$ cat src/sv/quantized_fir_filter_top_macros.svh
// Assertion macros shared by the quantized FIR filter RTL.
`ifndef QUANTIZED_FIR_FILTER_TOP_MACROS_SVH
`define QUANTIZED_FIR_FILTER_TOP_MACROS_SVH

// Same-cycle implication, sampled on clk, off while arst_n is low.
`define QFIR_ASSERT_IMPL(name, ante, cons) \
	name: assert property (@(posedge clk) disable iff (!arst_n) (ante) |-> (cons)) \
		else $error("qfir: same-cycle check failed");

// Next-cycle implication, sampled on clk, off while arst_n is low.
`define QFIR_ASSERT_NEXT(name, ante, cons) \
	name: assert property (@(posedge clk) disable iff (!arst_n) (ante) |=> (cons)) \
		else $error("qfir: next-cycle check failed");

`endif

$ cat src/sv/qfir_pkg.sv
// Package: types, constants and register map of the quantized FIR filter.
`default_nettype none

package qfir_pkg;

	// Parameter defaults
	localparam int MAX_TAPS_DEF     = 8;
	localparam int LEVELS_DEF       = 8;
	localparam int SAMPLE_WIDTH_DEF = 16;

	// Fixed field widths
	localparam int COEF_W      = 8;   // Q1.7 coefficient
	localparam int LVL_W       = 8;   // Q4.4 level
	localparam int THR_W       = 16;  // Q8.8 threshold
	localparam int PROD_W      = COEF_W + LVL_W;
	localparam int SUM_W       = 19;  // exact sum of up to eight products
	localparam int FULL_W      = 18;
	localparam int NARROW_W    = 8;
	localparam int NARROW_LSB  = 4;
	localparam int COEF_SLOTS  = 8;
	localparam int STORED_THR  = 7;
	localparam int CB_LEVELS   = 8;
	localparam int IDX_W       = 3;
	localparam int TAP_CNT_W   = 4;
	localparam int THR_LO_W    = 64;
	localparam int THR_HI_W    = 48;
	localparam int REG_W       = 64;

	// Configuration port
	localparam int ADDR_W      = 6;
	localparam int DATA_W      = 64;
	localparam int REG_IDX_LSB = 3;
	localparam int REG_IDX_W   = ADDR_W - REG_IDX_LSB;

	localparam logic [TAP_CNT_W-1:0] TAP_COUNT_RESET = TAP_CNT_W'(8);

	// Queue between quantizer and filter engine
	localparam int QDEPTH = 2;

	typedef enum logic [REG_IDX_W-1:0] {
		REG_COEF     = REG_IDX_W'(0),
		REG_TAPS     = REG_IDX_W'(1),
		REG_THR_LO   = REG_IDX_W'(2),
		REG_THR_HI   = REG_IDX_W'(3),
		REG_CODEBOOK = REG_IDX_W'(4)
	} qfir_reg_t;

	typedef enum logic {
		BK_RUN,
		BK_TAIL
	} qfir_back_state_t;

	typedef struct packed {
		logic [LVL_W-1:0] level;
		logic             blk_end;
	} qfir_entry_t;

	typedef struct packed {
		logic full;
		logic empty;
	} qfir_qstat_t;

	typedef struct packed {
		logic tail;
		logic emit;
		logic last;
	} qfir_back_stat_t;

endpackage

`default_nettype wire

$ cat src/sv/qfir_if.sv
// Channel interfaces: sample input and filter result output.
`default_nettype none

interface qfir_in_if #(parameter int SAMPLE_WIDTH = 16);
	logic                           valid;
	logic                           ready;
	logic signed [SAMPLE_WIDTH-1:0] sample;
	logic                           block_end;

	modport source (output valid, output sample, output block_end, input ready);
	modport sink   (input valid, input sample, input block_end, output ready);
endinterface

interface qfir_out_if;
	logic               valid;
	logic               ready;
	logic signed [17:0] full_sum;
	logic signed [7:0]  narrow_out;
	logic               final_out;

	modport source (output valid, output full_sum, output narrow_out, output final_out,
		input ready);
	modport sink   (input valid, input full_sum, input narrow_out, input final_out,
		output ready);
endinterface

`default_nettype wire

$ cat src/sv/quantized_fir_filter_top.sv
// Top level: configuration registers, quantizer front end, queue and filter engine.
//
//  channel   | dir | handshake            | payload
//  ----------+-----+----------------------+-------------------------------------
//  samples   | in  | valid / ready        | sample (Q8.8), block_end
//  results   | out | valid / ready        | full_sum (Q7.11), narrow_out, final_out
//  config    | in  | APB psel/penable     | paddr, pwdata, prdata (64-bit regs)
//
//  One sample per clock in steady state, while results are taken and no tail
//  flush runs. A sample with block_end set is followed by a tail flush of the
//  filter engine (one zero-level output for each tap beyond the first), while the
//  queue keeps taking samples until it fills. Each sample is written to the queue
//  on its transfer edge, then passes the product stage and the result register.
//  Reset clears the delay line, queue and pipeline valids, and loads the
//  register defaults (tap_count 8, the others zero).
//  results.ready low holds the result register; the product stage and the
//  queue absorb the stall before samples.ready drops.
`default_nettype none

`include "quantized_fir_filter_top_macros.svh"

module quantized_fir_filter_top
	import qfir_pkg::*;
#(
	parameter int MAX_TAPS     = MAX_TAPS_DEF,
	parameter int LEVELS       = LEVELS_DEF,
	parameter int SAMPLE_WIDTH = SAMPLE_WIDTH_DEF
) (
	input  wire logic              clk,
	input  wire logic              arst_n,
	input  wire logic              psel,
	input  wire logic              penable,
	input  wire logic              pwrite,
	input  wire logic [ADDR_W-1:0] paddr,
	input  wire logic [DATA_W-1:0] pwdata,
	output      logic [DATA_W-1:0] prdata,
	output      logic              pready,
	qfir_in_if.sink                samples,
	qfir_out_if.source             results
);

	logic [REG_W-1:0]     coef_q;
	logic [TAP_CNT_W-1:0] taps_q;
	logic [THR_LO_W-1:0]  thr_lo_q;
	logic [THR_HI_W-1:0]  thr_hi_q;
	logic [REG_W-1:0]     cb_q;
	logic [REG_IDX_W-1:0] reg_idx;
	logic                 wr_en;

	qfir_qstat_t     qstat;
	qfir_entry_t     q_in, q_head;
	logic            q_push, q_pop;
	qfir_back_stat_t bstat;

	// Configuration port: zero wait states, register i at byte 8*i.
	assign pready  = 1'b1;
	assign reg_idx = paddr[ADDR_W-1:REG_IDX_LSB];
	assign wr_en   = psel && penable && pwrite && pready;

	always_ff @(posedge clk or negedge arst_n) begin
		if (!arst_n) begin
			coef_q   <= '0;
			taps_q   <= TAP_COUNT_RESET;
			thr_lo_q <= '0;
			thr_hi_q <= '0;
			cb_q     <= '0;
		end else if (wr_en) begin
			case (reg_idx)
				REG_COEF:     coef_q   <= pwdata;
				REG_TAPS:     taps_q   <= pwdata[TAP_CNT_W-1:0];
				REG_THR_LO:   thr_lo_q <= pwdata[THR_LO_W-1:0];
				REG_THR_HI:   thr_hi_q <= pwdata[THR_HI_W-1:0];
				REG_CODEBOOK: cb_q     <= pwdata;
				default: ;  // drop writes past the register map
			endcase
		end
	end

	// Read back the addressed register, zero past the map.
	always_comb begin
		case (reg_idx)
			REG_COEF:     prdata = coef_q;
			REG_TAPS:     prdata = DATA_W'(taps_q);
			REG_THR_LO:   prdata = DATA_W'(thr_lo_q);
			REG_THR_HI:   prdata = DATA_W'(thr_hi_q);
			REG_CODEBOOK: prdata = cb_q;
			default:      prdata = '0;
		endcase
	end

	// Quantize each sample as it transfers in.
	qfir_front #(
		.SAMPLE_WIDTH (SAMPLE_WIDTH),
		.LEVELS       (LEVELS)
	) u_front (
		.thresholds_low  (thr_lo_q),
		.thresholds_high (thr_hi_q),
		.codebook        (cb_q),
		.qstat           (qstat),
		.push            (q_push),
		.push_data       (q_in),
		.samples         (samples)
	);

	// Decouple the front end from the tail flush of the engine.
	qfir_queue #(
		.DEPTH (QDEPTH)
	) u_queue (
		.clk       (clk),
		.arst_n    (arst_n),
		.push      (q_push),
		.push_data (q_in),
		.pop       (q_pop),
		.head      (q_head),
		.stat      (qstat)
	);

	// Convolve, flush tails on block end, and hold results for transfer.
	qfir_back #(
		.MAX_TAPS (MAX_TAPS)
	) u_back (
		.clk          (clk),
		.arst_n       (arst_n),
		.coefficients (coef_q),
		.tap_count    (taps_q),
		.qstat        (qstat),
		.q_head       (q_head),
		.q_pop        (q_pop),
		.stat         (bstat),
		.results      (results)
	);

	// The engine never pulls a queued level during a tail flush.
	`QFIR_ASSERT_IMPL(a_no_pop_in_tail, bstat.tail, !q_pop)
	// The queue can not read full and empty at once.
	`QFIR_ASSERT_IMPL(a_queue_sane, 1'b1, !(qstat.full && qstat.empty))
	// The last result of a block always returns the engine to normal run.
	`QFIR_ASSERT_NEXT(a_flush_ends, bstat.emit && bstat.last, !bstat.tail)
	// A pushed level is visible in the queue on the next cycle.
	`QFIR_ASSERT_NEXT(a_push_lands, q_push, !qstat.empty)

endmodule

`default_nettype wire

$ cat src/sv/qfir_front.sv
// Front end: accept samples, quantize to a codebook level, push to the queue.
`default_nettype none

module qfir_front
	import qfir_pkg::*;
#(
	parameter int SAMPLE_WIDTH = SAMPLE_WIDTH_DEF,
	parameter int LEVELS       = LEVELS_DEF
) (
	input  wire logic [THR_LO_W-1:0] thresholds_low,
	input  wire logic [THR_HI_W-1:0] thresholds_high,
	input  wire logic [REG_W-1:0]    codebook,
	input  wire qfir_qstat_t         qstat,
	output      logic                push,
	output      qfir_entry_t         push_data,
	qfir_in_if.sink                  samples
);

	localparam int CW  = (SAMPLE_WIDTH > THR_W) ? SAMPLE_WIDTH : THR_W;
	localparam int NTH = (LEVELS - 1 < STORED_THR) ? LEVELS - 1 : STORED_THR;

	logic [THR_LO_W+THR_HI_W-1:0] thr_all;
	logic signed [CW-1:0]         s_ext;
	logic [IDX_W-1:0]             idx;

	assign thr_all = {thresholds_high, thresholds_low};
	assign s_ext   = CW'(samples.sample);

	// Count thresholds strictly below the sample; the count tops out at NTH.
	always_comb begin
		idx = '0;
		for (int i = 0; i < NTH; i++) begin
			if (CW'(signed'(thr_all[THR_W*i +: THR_W])) < s_ext) begin
				idx = idx + IDX_W'(1);
			end
		end
	end

	assign samples.ready     = !qstat.full;
	assign push              = samples.valid && !qstat.full;
	assign push_data.level   = codebook[LVL_W*idx +: LVL_W];
	assign push_data.blk_end = samples.block_end;

endmodule

`default_nettype wire

$ cat src/sv/qfir_queue.sv
// Short queue of quantized levels between the front end and the filter engine.
`default_nettype none

module qfir_queue
	import qfir_pkg::*;
#(
	parameter int DEPTH = QDEPTH
) (
	input  wire logic        clk,
	input  wire logic        arst_n,
	input  wire logic        push,
	input  wire qfir_entry_t push_data,
	input  wire logic        pop,
	output      qfir_entry_t head,
	output      qfir_qstat_t stat
);

	localparam int PW = (DEPTH > 1) ? $clog2(DEPTH) : 1;
	localparam int CNTW = $clog2(DEPTH + 1);

	qfir_entry_t      mem_q [DEPTH];
	logic [PW-1:0]    wr_ptr_q;
	logic [PW-1:0]    rd_ptr_q;
	logic [CNTW-1:0]  count_q;

	function automatic logic [PW-1:0] ptr_inc(input logic [PW-1:0] p);
		ptr_inc = (p == PW'(DEPTH - 1)) ? '0 : p + PW'(1);
	endfunction

	always_ff @(posedge clk) begin
		if (push) begin
			mem_q[wr_ptr_q] <= push_data;
		end
	end

	always_ff @(posedge clk or negedge arst_n) begin
		if (!arst_n) begin
			wr_ptr_q <= '0;
			rd_ptr_q <= '0;
			count_q  <= '0;
		end else begin
			if (push) begin
				wr_ptr_q <= ptr_inc(wr_ptr_q);
			end
			if (pop) begin
				rd_ptr_q <= ptr_inc(rd_ptr_q);
			end
			if (push && !pop) begin
				count_q <= count_q + CNTW'(1);
			end else if (pop && !push) begin
				count_q <= count_q - CNTW'(1);
			end
		end
	end

	assign head       = mem_q[rd_ptr_q];
	assign stat.full  = (count_q == CNTW'(DEPTH));
	assign stat.empty = (count_q == '0);

endmodule

`default_nettype wire

$ cat src/sv/qfir_back.sv
// Filter engine: delay line, tail flush sequencer, product stage and result register.
`default_nettype none

module qfir_back
	import qfir_pkg::*;
#(
	parameter int MAX_TAPS = MAX_TAPS_DEF
) (
	input  wire logic                 clk,
	input  wire logic                 arst_n,
	input  wire logic [REG_W-1:0]     coefficients,
	input  wire logic [TAP_CNT_W-1:0] tap_count,
	input  wire qfir_qstat_t          qstat,
	input  wire qfir_entry_t          q_head,
	output      logic                 q_pop,
	output      qfir_back_stat_t      stat,
	qfir_out_if.source                results
);

	localparam int LINE_DEPTH = (MAX_TAPS > 1) ? MAX_TAPS - 1 : 1;
	localparam int NPROD      = (MAX_TAPS < COEF_SLOTS) ? MAX_TAPS : COEF_SLOTS;
	localparam int TW         = ($clog2(MAX_TAPS + 1) > TAP_CNT_W) ?
		$clog2(MAX_TAPS + 1) : TAP_CNT_W;

	qfir_back_state_t     state_q, state_d;
	logic [TW-1:0]        tail_q;
	logic [TW-1:0]        tc_ext, taps;
	logic                 tail_last;
	logic                 emit, last;
	logic [LVL_W-1:0]     lvl;
	logic [LVL_W-1:0]     line_q [LINE_DEPTH];
	logic [LVL_W-1:0]     line_d [LINE_DEPTH];
	logic signed [PROD_W-1:0] prod_d  [NPROD];
	logic signed [PROD_W-1:0] prod_s1 [NPROD];
	logic                 vld_s1, last_s1;
	logic                 s1_can, out_load;
	logic signed [SUM_W-1:0] sum;
	logic                 out_vld_q;
	logic [FULL_W-1:0]    full_q;
	logic [NARROW_W-1:0]  narrow_q;
	logic                 final_q;

	// Taps in use: zero acts as one, anything above MAX_TAPS as MAX_TAPS.
	always_comb begin
		tc_ext = TW'(tap_count);
		if (tc_ext == '0) begin
			taps = TW'(1);
		end else if (tc_ext > TW'(MAX_TAPS)) begin
			taps = TW'(MAX_TAPS);
		end else begin
			taps = tc_ext;
		end
	end

	assign tail_last = (tail_q == taps - TW'(1));
	assign out_load  = !out_vld_q || results.ready;
	assign s1_can    = !vld_s1 || out_load;

	always_comb begin
		state_d = state_q;
		case (state_q)
			BK_RUN: begin
				if (q_pop && q_head.blk_end && taps != TW'(1)) begin
					state_d = BK_TAIL;
				end
			end
			BK_TAIL: begin
				if (emit && tail_last) begin
					state_d = BK_RUN;
				end
			end
			default: state_d = BK_RUN;
		endcase
	end

	always_comb begin
		q_pop = 1'b0;
		emit  = 1'b0;
		lvl   = q_head.level;
		last  = 1'b0;
		case (state_q)
			BK_RUN: begin
				q_pop = !qstat.empty && s1_can;
				emit  = q_pop;
				last  = q_head.blk_end && (taps == TW'(1));
			end
			BK_TAIL: begin
				emit = s1_can;
				lvl  = '0;
				last = tail_last;
			end
			default: ;
		endcase
	end

	// Shift the new level in; the last result of a block clears the line.
	always_comb begin
		line_d[0] = last ? '0 : lvl;
		for (int i = 1; i < LINE_DEPTH; i++) begin
			line_d[i] = last ? '0 : line_q[i-1];
		end
	end

	for (genvar k = 0; k < NPROD; k++) begin : g_prod
		logic signed [COEF_W-1:0] coef;
		logic signed [LVL_W-1:0]  opnd;
		assign coef = coefficients[COEF_W*k +: COEF_W];
		if (k == 0) begin : g_head
			assign opnd = lvl;
		end else begin : g_line
			assign opnd = line_q[k-1];
		end
		assign prod_d[k] = (TW'(k) < taps) ? PROD_W'(coef * opnd) : '0;
	end

	always_ff @(posedge clk or negedge arst_n) begin
		if (!arst_n) begin
			state_q <= BK_RUN;
			tail_q  <= '0;
			vld_s1  <= 1'b0;
			out_vld_q <= 1'b0;
			for (int i = 0; i < LINE_DEPTH; i++) begin
				line_q[i] <= '0;
			end
		end else begin
			state_q <= state_d;
			if (state_q == BK_RUN && state_d == BK_TAIL) begin
				tail_q <= TW'(1);
			end else if (state_q == BK_TAIL && emit) begin
				tail_q <= tail_q + TW'(1);
			end
			if (emit) begin
				line_q <= line_d;
			end
			if (s1_can) begin
				vld_s1 <= emit;
			end
			if (out_load) begin
				out_vld_q <= vld_s1;
			end
		end
	end

	always_ff @(posedge clk) begin
		if (s1_can && emit) begin
			prod_s1 <= prod_d;
			last_s1 <= last;
		end
	end

	always_comb begin
		sum = '0;
		for (int k = 0; k < NPROD; k++) begin
			sum = sum + SUM_W'(prod_s1[k]);
		end
	end

	// Saturate only the single positive overflow; narrow output wraps.
	always_ff @(posedge clk) begin
		if (out_load && vld_s1) begin
			full_q   <= (!sum[SUM_W-1] && sum[FULL_W-1]) ?
				{1'b0, {(FULL_W-1){1'b1}}} : sum[FULL_W-1:0];
			narrow_q <= sum[NARROW_LSB +: NARROW_W];
			final_q  <= last_s1;
		end
	end

	assign results.valid      = out_vld_q;
	assign results.full_sum   = full_q;
	assign results.narrow_out = narrow_q;
	assign results.final_out  = final_q;

	assign stat.tail = (state_q == BK_TAIL);
	assign stat.emit = emit;
	assign stat.last = last;

endmodule

`default_nettype wire

$ cat src/flat_wrapper.sv
// flat-port wrapper written by rule: the top's interface ports become plain ports
module quantized_fir_filter_top_flat import qfir_pkg::*;
#(
	parameter int MAX_TAPS     = MAX_TAPS_DEF,
	parameter int LEVELS       = LEVELS_DEF,
	parameter int SAMPLE_WIDTH = SAMPLE_WIDTH_DEF
)
  (clk, arst_n, psel, penable, pwrite, paddr, pwdata, prdata, pready, samples_valid, samples_sample, samples_block_end, samples_ready, results_valid, results_full_sum, results_narrow_out, results_final_out, results_ready);
  qfir_in_if #(.SAMPLE_WIDTH(SAMPLE_WIDTH)) samples_i ();
  qfir_out_if results_i ();
  input  wire logic clk;
  input  wire logic arst_n;
  input  wire logic psel;
  input  wire logic penable;
  input  wire logic pwrite;
  input  wire logic [ADDR_W-1:0] paddr;
  input  wire logic [DATA_W-1:0] pwdata;
  output      logic [DATA_W-1:0] prdata;
  output      logic pready;
  input wire logic [$bits(samples_i.valid)-1:0] samples_valid;
  input wire logic [$bits(samples_i.sample)-1:0] samples_sample;
  input wire logic [$bits(samples_i.block_end)-1:0] samples_block_end;
  output wire logic [$bits(samples_i.ready)-1:0] samples_ready;
  output wire logic [$bits(results_i.valid)-1:0] results_valid;
  output wire logic [$bits(results_i.full_sum)-1:0] results_full_sum;
  output wire logic [$bits(results_i.narrow_out)-1:0] results_narrow_out;
  output wire logic [$bits(results_i.final_out)-1:0] results_final_out;
  input wire logic [$bits(results_i.ready)-1:0] results_ready;
  assign samples_i.valid = samples_valid;
  assign samples_i.sample = samples_sample;
  assign samples_i.block_end = samples_block_end;
  assign samples_ready = samples_i.ready;
  assign results_valid = results_i.valid;
  assign results_full_sum = results_i.full_sum;
  assign results_narrow_out = results_i.narrow_out;
  assign results_final_out = results_i.final_out;
  assign results_i.ready = results_ready;
  quantized_fir_filter_top #(.MAX_TAPS(MAX_TAPS), .LEVELS(LEVELS), .SAMPLE_WIDTH(SAMPLE_WIDTH)) u_core (.clk(clk), .arst_n(arst_n), .psel(psel), .penable(penable), .pwrite(pwrite), .paddr(paddr), .pwdata(pwdata), .prdata(prdata), .pready(pready), .samples(samples_i), .results(results_i));
endmodule
$ cat config.mk
export PLATFORM = sky130hd
export DESIGN_NAME = quantized_fir_filter_top_flat
export DESIGN_NICKNAME = d
export VERILOG_FILES = /design/src/sv/qfir_pkg.sv /design/src/sv/qfir_if.sv /design/src/sv/quantized_fir_filter_top.sv /design/src/sv/qfir_front.sv /design/src/sv/qfir_queue.sv /design/src/sv/qfir_back.sv /design/src/flat_wrapper.sv
export VERILOG_INCLUDE_DIRS = /design/src /design/src/sv
export SDC_FILE = /design/constraint.sdc
export NUM_CORES = 2
export LEC_CHECK = 0
export ABC_CLOCK_PERIOD_IN_PS = 6100
export BUFFER_PORTS_ARGS = -buffer_cell sky130_fd_sc_hd__buf_2
export CORE_UTILIZATION = 58
export DETAILED_ROUTE_END_ITERATION = 8
export PLACE_DENSITY = 0.79
export SYNTH_ARGS = -nofsm -noshare
export SYNTH_HDL_FRONTEND = slang
export SYNTH_HIERARCHICAL = 1
export SYNTH_SLANG_ARGS = --single-unit
$ cat constraint.sdc
create_clock -name clk -period 6.1 [get_ports clk]
set_input_delay 1.22 -clock clk [delete_from_list [all_inputs] [get_ports clk]]
set_output_delay 1.22 -clock clk [all_outputs]
set_load 0.01 [all_outputs]
# Word-level counts from Yosys, hierarchy flattened
# Memory sizes are Yosys's and may differ from the RTL's.
# Cells that the tools add are included.
[word_totals]
reg_bits = 467
mem_bits_rw = 18
inputBits = 94
output_inout_bits = 94
elab_cells = 151
mem_count = 1
[op_classes]
addsub = 19
multipliers = 8
magnitude_cmp = 16
n_eq_ne = 8
shifts = 1
mux = 32
bitwise = 1
n_reduce_logical = 34
[memory_table]
columns = ["memory", "depth", "width", "read_ports", "rd_ports_with_merged_regs", "wr", "line_no", "source"]
rows = [
  ["u_core.u_queue.mem_q", 2, 9, 1, 0, 1, "qfir_queue.sv:21", "qfir_entry_t mem_q [DEPTH];"],
]
[op_table]
columns = ["cell", "n"]
rows = [
  ["$pmux 64 s5", 1],
  ["$mul 8x8->16", 8],
  ["$lt 16x16->1", 7],
  ["$add 19x16->19", 4],
  ["$mux 8", 8],
  ["$shiftx 64x7->8", 1],
  ["$add 18x16->19", 1],
  ["$add 17x16->18", 1],
  ["$add 3x1->3 const B", 6],
  ["$mux 3", 6],
  ["$add 16x16->17", 1],
  ["$lt 3x4->1 const A", 4],
  ["$mux 4", 4],
  ["$logic_and 1x1->1", 15],
  ["$reduce_and 2->1", 5],
  ["$lt 1x4->1 const A", 2],
  ["$lt 2x4->1 const A", 2],
  ["$mux 1", 8],
  ["$logic_not 1->1", 7],
  ["$eq 3x2->1 const B", 2],
  ["$pmux 1 s2", 3],
  ["$add 4x1->4 const B", 1],
  ["$eq 4x1->1 const B", 1],
  ["$eq 4x4->1", 1],
  ["16 further kinds", 20],
]

# Logic depth before layout (Yosys ltp)
[logic_depth]
depth_word = 15
depth_mapped = 33
ltp_nobuf = 32

# Hierarchy
# The synthesis kept the hierarchy.
[by_module_without_submodules]
columns = ["module", "instances", "cells_each", "area_each_um2"]
rows = [
  ["qfir_back", 1, 3221, 31156.1],
  ["quantized_fir_filter_top", 1, 823, 11253.3],
  ["qfir_front", 1, 382, 3329.4],
  ["qfir_queue", 1, 44, 842.1],
]

# Worst setup path before layout
# OpenSTA, ideal clock, no wires.
[synth_timing]
path_type = "in2reg"
from = "input samples_sample[1]"
to = "memory u_core/u_queue/mem_q[0][1] (netlist bit) (data pin)"
setup_time_ns = 0.262
t_arrival_ns = 6.889
t_required_ns = 5.838
slack_ns = -1.051
cell_stages = 30
cell_sequence = "inv_1 -> ha_1 -> a21o_1 -> a21o_1 -> a21o_1 -> a21o_1 -> a21o_1 -> a21o_1 -> a21o_1 -> a21oi_1 -> nor3_1 -> o22a_1 -> ha_1 -> and2_1 -> o2111a_1 -> nor2_2 -> ha_1 -> o311ai_0 -> o31ai_1 -> ha_1 -> inv_1 -> a211oi_1 -> inv_1 -> nand2_1 -> ha_1 -> nor2b_1 -> a21o_1 -> buf_2 -> mux4_2 -> mux2_2"
[synth_lines]
columns = ["item", "line_no", "source"]
rows = [
  ["start: declaration", "flat_wrapper.sv:21", "input wire logic [$bits(samples_i.sample)-1:0] samples_sample;"],
  ["end: declaration", "qfir_queue.sv:21", ""],
]

==> impl_metrics.ini <==
[placement]
gp_congestion = 0.9552
dp.cells = 5654
io_buffers = 183
dp_hpwl_mm = 100.6

[timing]
fin_crit_ps = 6298
fmax_mhz = 158.8
clock_skew_ps = 89.36
slew_viol_final = 0
tightest_slew_ps = 1216
final_hold_viol_count = 0
setup_viol = 16
slew_headroom_pct = 18.90
period_share_pct = 103.2
finalWorstSetupSlack_ps = -197.8
fin_hold_ws_ps = 497.8
rsz0062_at_grt = yes

[worst_hold_path]
min_delay_path_depth = 1
worstHoldPathType = flip-flop to flip-flop
hold_end = u_core/u_queue/wr_ptr_q
hold_start = u_core/u_queue/wr_ptr_q

[grt]
antenna_found_initial = 12
grt_pass1_wl_mm = 196.7
grt-ovfl-total = 0
track_usage_pct = 31.86
grt_max_degree = 161
grt_pass1_vias = 33910

[cells_and_area]
areaGrowthSynthToFinish_pct = 9.344
instances_no_fill = 5767
drive_gt1_share_pct = 14.98
nets = 5666

[synthesis]
synthesis.area_um2 = 46560
syn_inst = 4467
synthesis.nets = 5467
syn_avg_cell_area_um2 = 10.42
yosysWarnings = 6

[cts]
cts_sinks = 485
cts.path.max_buffers = 3
cts_root_buf = clkbuf_16
clk_pin_slew_worst_paths_ps = 60
clock_latency_ps = 670
htreeDepth = 2
cts_tree = yes
cts-buffers-inserted = 54
cts.hold.buffers_added = 0

[setup_path]
r2r-start = u_core/thr_lo_q[16]
cp.arrival_ps = 6720
slowest_stage = ha_1
crit_path_end_kind = flip-flop
start_kind = input port
r2r_end = u_core/u_queue/mem_q[0][7]
slowest_delay_ps = 320
cp.required_ps = 6520
worstPathMaxFanout = 7
r2r_slack_ps = 240
crit_top_cell = a21o_1
reg2regPathDepth = 30
worstSetupPathType = input port to flip-flop

[floorplan]
die_y_um = 285.3
die_area_um2 = 81410
start_util_pct = 58.74
io_pins = 188
rows = 103
die_x_um = 285.3
core_area_um2 = 79260

[routing]
vias = 32720
drtPass1Iterations = 6
remaining_drc_errors = 0
wirelength_mm = 126.9
wl_per_cell_um = 22.00
viasPerCell = 5.674
drt_iter0_markers = 2377
detail-route-antenna-nets = 0

[flow_run]
maxCapViolations = 0

[run_status]
failed_checks = setup timing
status = complete, but fails checks
[critical path, delay by kind of cell]
family          cells  cell delay (ps)
compound gates     14             2200
fa+ha+maj           6             1720
mux                 2              580
simple gates        6              490
buf+inv             4              470
[per-stage QoR]
stage                     utilization [%]  setup WS, ps  TNS, ps  area (µm²)
after floorplan                         -        -548.7    -8361       46650
after global placement              61.74        -884.1   -13570       48930
after detailed placement            61.74        -955.2   -14650       48930
after CTS                           64.19        -187.8    -2377       50880
after global routing                64.23        -356.3    -4809       50900
final                               64.23        -197.8    -2334       50910
[layout make-up]
| class | instances | area [µm²] |
|---|---|---|
| clock buffers | 72 | 1490 |
| repair buffers | 272 | 1698 |
| well taps | 1050 | 1314 |
| inverters | 842 | 3168 |
| multi-input cells | 3011 | 29860 |
| diodes | 5 | 12.51 |
| clock inverters | 30 | 361.6 |
| flip-flops and latches | 485 | 13010 |
| fillers | 6150 | 28350 |
[flip-flops by register name, indices dropped and copies added, names as in the netlist]
| signal | flops |
|---|---|
| u_core/u_back/tail_q | 4 |
| u_core/u_back/results.final_out | 1 |
| u_core/u_back/g_prod.opnd | 56 |
| u_core/u_back/prod_s1 | 128 |
| u_core/u_back/results.narrow_out | 8 |
| u_core/u_queue/count_q | 2 |
| u_core/u_back/results.full_sum | 18 |
| u_core/coef_q | 64 |
| u_core/thr_hi_q | 48 |
| u_core/cb_q | 64 |
| u_core/u_queue/wr_ptr_q | 1 |
| u_core/u_back/vld_s1 | 1 |
| u_core/taps_q | 4 |
| u_core/thr_lo_q | 64 |
| u_core/u_back/last_s1 | 1 |
| u_core/u_queue/rd_ptr_q | 1 |
| u_core/u_back/state_q | 1 |
| u_core/u_back/results.valid | 1 |
| u_core/u_queue/mem_q | 18 |
[metal layers]
metal / up-vias / wire [µm] / track usage [%]
met5: - / 47 / 0
met4: 8 / 9340 / 20.24
met3: 335 / 7842 / 4.776
met2: 1289 / 59150 / 51.69
met1: 16350 / 50500 / 40.16
li1: 14740 / - / -
[timing repair]
item	in CTS	in global routing
gates resized for setup	12	2
cloned	1	0
setup endpoints to repair	16	16
pin swaps	15	2
setup buffers	3	2
[layout by cell type (no fill, tap or decap), drive strengths merged, types with 20 or more instances in the layout]
cell and instances:
a211oi 20, o221ai 44, or2 28, clkbuf 72
ha 367, buf 272, xnor2 102, o21a 22
nand3 20, mux2 265, nand2 417, fa 539
nor2b 67, xor2 50, edfxtp 174, nor2 195
mux2i 64, dfrtp 310, nand2b 44, and2 301
inv 839, nor3 35, a21oi 117, a21o 36
o21ai 115, clkinv 23
[worst max-delay path by stage]
stage | from | to | slack, ps
floorplan | samples_sample[1] | u_core/u_queue/mem_q[0][8] | -550
global placement | samples_sample[1] | u_core/u_queue/mem_q[0][8] | -880
detailed placement | samples_sample[1] | u_core/u_queue/mem_q[0][7] | -960
CTS | samples_sample[1] | u_core/u_queue/mem_q[0][7] | -190
global route | samples_sample[1] | u_core/u_queue/mem_q[0][8] | -360
finish | samples_sample[1] | u_core/u_queue/mem_q[0][7] | -200
Power is not shown: default switching activity piles up to over one toggle a cycle in this logic, so the estimate is an artifact.
